File: config.mk
export PLATFORM = sky130hd
export DESIGN_NAME = pvfg_ctrl
export DESIGN_NICKNAME = d
export VERILOG_FILES = /design/src/hw/rtl/pvfg_pkg.sv /design/src/hw/rtl/pvfg_ctrl.sv
export SDC_FILE = /design/constraint.sdc
export NUM_CORES = 1
export LEC_CHECK = 0
export BUFFER_PORTS_ARGS = -buffer_cell sky130_fd_sc_hd__buf_2
export CAP_MARGIN = 10
export CORE_AREA = 2 2 39 41
export DETAILED_ROUTE_END_ITERATION = 12
export DIE_AREA = 0 0 41 43
export SYNTH_ARGS = -nofsm -noshare
export SYNTH_HDL_FRONTEND = slang
export SYNTH_SLANG_ARGS = --single-unit
export TNS_END_PERCENT = 100
File: constraint.sdc
create_clock -name i_clk -period 1.2 [get_ports i_clk]
set_input_delay 0 -clock i_clk [delete_from_list [all_inputs] [get_ports i_clk]]
set_output_delay 0 -clock i_clk [all_outputs]
set_load 0.01 [all_outputs]
File: src/hw/rtl/pvfg_pkg.sv
// ----------------------------------------------------------------------------
// pvfg_pkg
// Shared types, constants and the sine table function of the vibrato block.
// ----------------------------------------------------------------------------
package pvfg_pkg;

    localparam int TIME_BITS_DEF  = 32;
    localparam int PHASE_BITS_DEF = 16;
    localparam int SINE_DEPTH_DEF = 256;
    localparam int FREQ_BITS_DEF  = 22;

    localparam int CFG_IDX_BITS  = 3;
    localparam int CFG_DATA_BITS = 32;

    localparam logic [CFG_IDX_BITS-1:0] REG_HIGH_FREQ = 3'd0;
    localparam logic [CFG_IDX_BITS-1:0] REG_LOW_FREQ  = 3'd1;
    localparam logic [CFG_IDX_BITS-1:0] REG_INTERVAL  = 3'd2;
    localparam logic [CFG_IDX_BITS-1:0] REG_SHAPE     = 3'd3;
    localparam logic [CFG_IDX_BITS-1:0] REG_SIMPLE    = 3'd4;

    localparam logic [2:0] SHAPE_SINE = 3'd0;
    localparam logic [2:0] SHAPE_TRI  = 3'd1;
    localparam logic [2:0] SHAPE_SQR  = 3'd2;
    localparam logic [2:0] SHAPE_UP   = 3'd3;

    localparam logic [63:0] Q30_ONE     = 64'd1 << 30;
    localparam logic [63:0] HALF_PI_Q30 = 64'd1686629713;

    typedef enum logic [2:0] {
        ST_IDLE,
        ST_PREP,
        ST_DIV,
        ST_WAVE,
        ST_MUL,
        ST_DONE
    } t_state;

    // Commands from the controller to the datapath.
    typedef struct packed {
        logic load;
        logic prep;
        logic div_step;
        logic wave;
        logic mul;
    } t_cmd;

    // Status from the datapath to the controller.
    typedef struct packed {
        logic is_restart;
        logic is_simple;
        logic need_div;
    } t_status;

    // Sine entry k of a table of depth d, Q15.
    function automatic logic signed [16:0] sine_entry(input longint unsigned k,
                                                      input int d);
        logic [63:0] f, quad, r, x, term, sum;
        f = (64'(k) << 32) / 64'(d);
        quad = (f >> 30) & 64'd3;
        r = f & (Q30_ONE - 64'd1);
        if (quad[0]) r = Q30_ONE - r;
        x = (r * HALF_PI_Q30) >> 30;
        term = x;
        sum = x;
        for (int n = 1; n <= 5; n++) begin
            term = (((term * x) >> 30) * x) >> 30;
            term = term / 64'((2 * n) * (2 * n + 1));
            if (n % 2 == 1) sum = sum - term;
            else sum = sum + term;
        end
        sum = (sum + 64'd16384) >> 15;
        return (quad >= 64'd2) ? -17'(sum) : 17'(sum);
    endfunction

endpackage

File: src/hw/rtl/pvfg_ctrl.sv
// ----------------------------------------------------------------------------
// pvfg_ctrl
// Sequencer of the vibrato generator: accepts an item, steps the datapath.
// ----------------------------------------------------------------------------
module pvfg_ctrl #(
    parameter int PHASE_BITS = pvfg_pkg::PHASE_BITS_DEF
) (
    input  logic              i_clk,
    input  logic              i_rst_n,
    input  logic              i_in_valid,
    output logic              o_in_ready,
    output logic              o_out_valid,
    input  logic              i_out_ready,
    input  pvfg_pkg::t_status i_status,
    output pvfg_pkg::t_cmd    o_cmd
);
    import pvfg_pkg::*;

    localparam int CNT_BITS = $clog2(PHASE_BITS + 1);

    t_state r_state, n_state;
    logic [CNT_BITS-1:0] r_cnt, n_cnt;

    always_ff @(posedge i_clk) begin
        if (!i_rst_n) begin
            r_state <= ST_IDLE;
            r_cnt   <= '0;
        end else begin
            r_state <= n_state;
            r_cnt   <= n_cnt;
        end
    end

    always_comb begin
        n_state     = r_state;
        n_cnt       = r_cnt;
        o_cmd       = '0;
        o_in_ready  = 1'b0;
        o_out_valid = 1'b0;
        case (r_state)
            ST_IDLE: begin
                o_in_ready = 1'b1;
                if (i_in_valid) begin
                    o_cmd.load = 1'b1;
                    n_state = ST_PREP;
                end
            end
            ST_PREP: begin
                o_cmd.prep = 1'b1;
                n_cnt = '0;
                if (i_status.is_restart || i_status.is_simple) n_state = ST_DONE;
                else n_state = ST_DIV;
            end
            ST_DIV: begin
                if (!i_status.need_div) begin
                    n_state = ST_WAVE;
                end else begin
                    o_cmd.div_step = 1'b1;
                    n_cnt = r_cnt + 1'b1;
                    if (r_cnt == CNT_BITS'(PHASE_BITS - 1)) n_state = ST_WAVE;
                end
            end
            ST_WAVE: begin
                o_cmd.wave = 1'b1;
                n_state = ST_MUL;
            end
            ST_MUL: begin
                o_cmd.mul = 1'b1;
                n_state = ST_DONE;
            end
            ST_DONE: begin
                o_out_valid = 1'b1;
                if (i_out_ready) begin
                    // Accept the next item while handing this one off.
                    o_in_ready = 1'b1;
                    if (i_in_valid) begin
                        o_cmd.load = 1'b1;
                        n_state = ST_PREP;
                    end else begin
                        n_state = ST_IDLE;
                    end
                end
            end
            default: n_state = ST_IDLE;
        endcase
    end

endmodule

**Word level (Yosys, flattened, before mapping)**

Cells that the tools add are included.

- Flip-flop bits (word level): 8
- Bits of input ports: 7
- Output and inout bits: 7
- Word-level logic and storage cells: 38

- Add/sub/neg operators: 1
- Equality and inequality tests: 10
- Multiplexer cells: 20
- Reductions and logical operators: 5

Operator list:

| cell | count |
|---|---|
| 3-bit one-hot mux with 6 select lines | 1 |
| 3-bit 2-to-1 mux | 5 |
| 1-bit 2-to-1 mux | 10 |
| 5-bit one-hot mux with 2 select lines | 1 |
| 3-bit by 2-bit equality test with 1-bit output (second input constant) | 2 |
| 3-bit equality test (second input constant) | 2 |
| 2-bit inequality test (second input constant) | 3 |
| 5-bit by 1-bit adder with 5-bit output (second input constant) | 1 |
| 5-bit by 4-bit equality test with 1-bit output (second input constant) | 1 |
| 5-bit 2-to-1 mux | 1 |
| 1-bit one-hot mux with 2 select lines | 2 |
| 3-bit by 1-bit equality test with 1-bit output (second input constant) | 1 |
| 3-bit logical NOT | 1 |
| 3-bit inequality test (second input constant) | 1 |
| 3-bit AND reduction | 1 |
| 2-bit AND reduction | 1 |
| 2-bit nonzero test | 1 |
| 1-bit logical OR | 1 |

**Longest topological paths before layout**

- Depth in word-level cells: 4
- Mapped depth: 6
- Mapped depth without buffers: 6

**Worst setup path after synthesis**

No wires, ideal clock.

- Path kind: register to register
- Start: reg r_cnt[0]
- End: reg r_state[0]
- Setup time: 0.117 ns
- Data arrival time: 1.162 ns
- Required time: 1.083 ns
- Slack: -0.079 ns
- Stages on the path, launching flop included: 7
- Path buffers: 0
- Period minus slack after synthesis: 1.279 ns
- Path through: dfxtp_1 > ha_1 > and3_1 > ha_1 > inv_1 > a21oi_1 > a32o_1

- Word-level cells in the longest chain between the ends: 3

Ends and longest elaborated chain:

| element | RTL line | RTL |
|---|---|---|
| from (decl) | pvfg_ctrl.sv:22 | `logic [CNT_BITS-1:0] r_cnt, n_cnt;` |
| from (signal assigned) | pvfg_ctrl.sv:30 | `r_cnt <= n_cnt;` |
| 5-bit by 4-bit equality test with 1-bit output | pvfg_ctrl.sv:60 | `if (r_cnt == CNT_BITS'(PHASE_BITS - 1)) n_state = ST_WAVE;` |
| 3-bit inequality test (no source line) | -- |  |
| 3-bit AND reduction (no source line) | -- |  |
| to (signal assigned) | pvfg_ctrl.sv:29 | `r_state <= n_state;` |
| to (decl) | pvfg_ctrl.sv:21 | `t_state r_state, n_state;` |

Every way passes these cells.
A chain may end at the register's enable or synchronous reset.

==> results_dict.tcl <==
set metrics [dict create \
    required_ns 1.20 \
    final_core_util_pct 64.74 \
    core_um2 1384 \
    tightest_slew_ns 0.2868 \
    htree_levels 1 \
    drt_wl_total_mm 1.513 \
    reg2reg_to "r_cnt[4]$_SDFFE_PN0P_" \
    grt_start_max_net_pins 11 \
    antenna_cells 0 \
    critPathLaunchType "register" \
    synthCells 63 \
    synth_edf_count 0 \
    crit_arrival_ns 1.30 \
    synth_cell_types 32 \
    nFillCells 116 \
    hold-path-cell-count 4 \
    hold_class "primary input to register" \
    clk_path_buf_depth 2 \
    synth_area_um2 515.5 \
    io_pins 14 \
    p_seq_share_pct 32.7 \
    vias 576 \
    initial_core_util_pct 37.25 \
    path_clk_slew_ns 0.06 \
    drtIter0Drc 2 \
    setup_violations 8 \
    fin_skew_ns 0.006016 \
    max_freq_ghz 0.7671 \
    drt_first_pass_iters 3 \
    ant_nets 0 \
    cts_root_buf "clkbuf_4" \
    min_to "r_state[1]$_SDFFE_PN0P_" \
    slew_violations 0 \
    path_class "register to output port" \
    p_sw_mw 0.3044 \
    clock-sinks 8 \
    synth.area.top_cells "dfxtp_1 31%, nor2_1 5.1%, ha_1 4.9%" \
    powerDensity_nw_per_um2 1047 \
    dieWidth_um 41 \
    antenna_found_initial 0 \
    synth_area_per_cell_um2 8.182 \
    r2r_slack_ns -0.09 \
    die-area_um2 1763 \
    crit_fanout 3 \
    worstSkewPairLatency_ns 0.25 \
    syn_nets 72 \
    synth_seq_cells 8 \
    async_reset_ff_share_pct 0 \
    synth_top_area_share_pct 31.07 \
    tns_ns -0.3757 \
    areaGrowthSynthToFinish_pct 73.79 \
    violations "negative setup slack" \
    routed_via_density 5.189 \
    seq_area_frac_synth_pct 31.07 \
    io_buffers 13 \
    fin_ws_ns -0.1036 \
    yosysWarnings 0 \
    rows 14 \
    die_h_um 43 \
    reg2regPathDepth 5 \
    finalCritPeriodShare_pct 108.6 \
    wl_per_cell_um 13.63 \
    drc 0 \
    cap_violations 0 \
    totalPowerFinal_mw 0.9379 \
    gp_congestion 0.8006 \
    p_comb_share_pct 45.9 \
    min-delay-start "i_status[2]" \
    cts_tree "yes" \
    hpwl_um 982.5 \
    cts-hold-fix-buffers 0 \
    cts_inserted_buffers 3 \
    outcome "finished, violations left" \
    leakage_nw 0.3628 \
    cp-end-kind "output port" \
    fin_crit_ns 1.304 \
    whs_ns 0.03773 \
    grt_pass1_vias 528 \
    yosys.area.top_type "dfxtp_1" \
    fin_nets 106 \
    power.share.clock_pct 21.4 \
    switching_share_pct 32.45 \
    ir_drop_mv 0.6437 \
    grt_first_pass_wirelength_mm 2.235 \
    synthFlopType "dfxtp_1" \
    rsz0062_at_grt "yes" \
    gr-total-overflow 0 \
    r2r_start "r_state[0]$_SDFFE_PN0P_" \
    hold_violations 0 \
    grt_usage_pct 18.98 \
    relSlewSlack_pct 80.67 \
    intPower_mw 0.6335 \
    drive_gt1_share_pct 62.11 \
]
-- state kept, by name (all words and copies together), names as in the netlist --
signal and flops:
r_cnt 5, r_state 3
-- synth_stat cells, types with 2 or more instances --
cell type  n
nand3_1    2
ha_1       2
inv_1      2
a21oi_1    4
nor3_1     2
nor2b_1    3
and3_1     2
xnor2_1    2
a21boi_1   3
dfxtp_1    8
nand2_1    2
nor2_1     7
buf_2      2
inv_2      2
nand3b_1   2
nand2b_1   2
-- critical path: stages (launching register included) --
cell     delay [ns]
dfxtp_2        0.33
buf_6          0.12
nor2_4         0.09
buf_6          0.10
inv_2          0.03
a21oi_2        0.13
and2_1         0.13
buf_2          0.12
-- area by class of cell --
type | instances | area [um^2] | area share [%]
inverters | 4 | 15.01 | 1.676
well taps | 16 | 20.02 | 2.235
multi-input cells | 48 | 420.4 | 46.93
repair buffers | 32 | 249.0 | 27.79
clock buffers | 3 | 22.52 | 2.514
flip-flops and latches | 8 | 168.9 | 18.85
-- per-layer routing --
metal,up-vias,share of wire [%],GRT usage (%)
met5,-,0,0
met4,0,0.93,10.00
met3,2,3.2,4.712
met2,14,51,26.88
met1,267,45,25.40
li1,293,-,-
-- timing repair --
| action | 4_1_cts | 5_1_grt |
|---|---|---|
| pin swaps | 10 | 0 |
| setup endpoints to repair | 12 | 12 |
| resized for setup | 12 | 14 |
| gates cloned | 0 | 0 |
| buffers inserted | 2 | 4 |
| hold endpoints to repair | 0 | 0 |
-- power groups by stage --
stage          Combinational (mW)  Sequential, mW  Clock [mW]
2_1_floorplan               0.168           0.295           0
3_3_place_gp                0.275           0.310           0
3_5_place_dp                0.274           0.310           0
4_1_cts                     0.327           0.309       0.214
5_1_grt                     0.460           0.309       0.234
6_report                    0.431           0.307       0.201
-- worst max path at each step --
stage,from,end
floorplan,r_cnt[0]$_SDFFE_PN0P_,r_state[0]$_SDFFE_PN0P_
global placement,r_state[0]$_SDFFE_PN0P_,r_cnt[4]$_SDFFE_PN0P_
detailed placement,r_cnt[0]$_SDFFE_PN0P_,r_state[0]$_SDFFE_PN0P_
CTS,r_state[0]$_SDFFE_PN0P_,o_cmd[4]
global route,r_state[0]$_SDFFE_PN0P_,o_cmd[4]
finish,r_state[0]$_SDFFE_PN0P_,o_cmd[4]
-- kinds of logic (layout without fill, tap and decap cells) --
logic type	after synthesis	in the layout	synth area share [%]
adders and majority gates	2	2	4.854
and+or+nand+nor	27	27	28.64
buffers and inverters	7	39	7.040
AOI/OAI and AO/OA	16	16	23.06
muxes	1	1	1.942
xor gates and xnor gates	2	2	3.399
DFF	8	8	31.07
-- through the flow --
stage                     cell area [um^2]  instances  setup slack (ns)
after floorplan                      564.3         63          0.007693
after global placement               725.7        102          -0.05905
after detailed placement             725.7        102          -0.04400
after CTS                            798.3        107           -0.1030
after global routing                 895.9        111           -0.1768
final                                895.9        111           -0.1036
-- placed cells by master, fill, tap and decap left out, drive strengths merged --
| master | count |
|---|---|
| nor3 | 2 |
| nand3 | 2 |
| nor2 | 8 |
| ha | 2 |
| or3b | 1 |
| buf | 32 |
| nand2 | 2 |
| dfxtp | 8 |
| xnor2 | 2 |
| nand4 | 1 |
| mux2i | 1 |
| a21bo | 1 |
| clkbuf | 3 |
| inv | 4 |
| a32o | 1 |
| and2 | 1 |
| o31ai | 1 |
| nor2b | 3 |
| nand3b | 2 |
| nand2b | 2 |
| a21boi | 3 |
| o311ai | 1 |
| o41ai | 1 |
| o21ai | 2 |
| a211oi | 1 |
| and3 | 3 |
| a21oi | 5 |
Power figures use the tool's default switching activity.
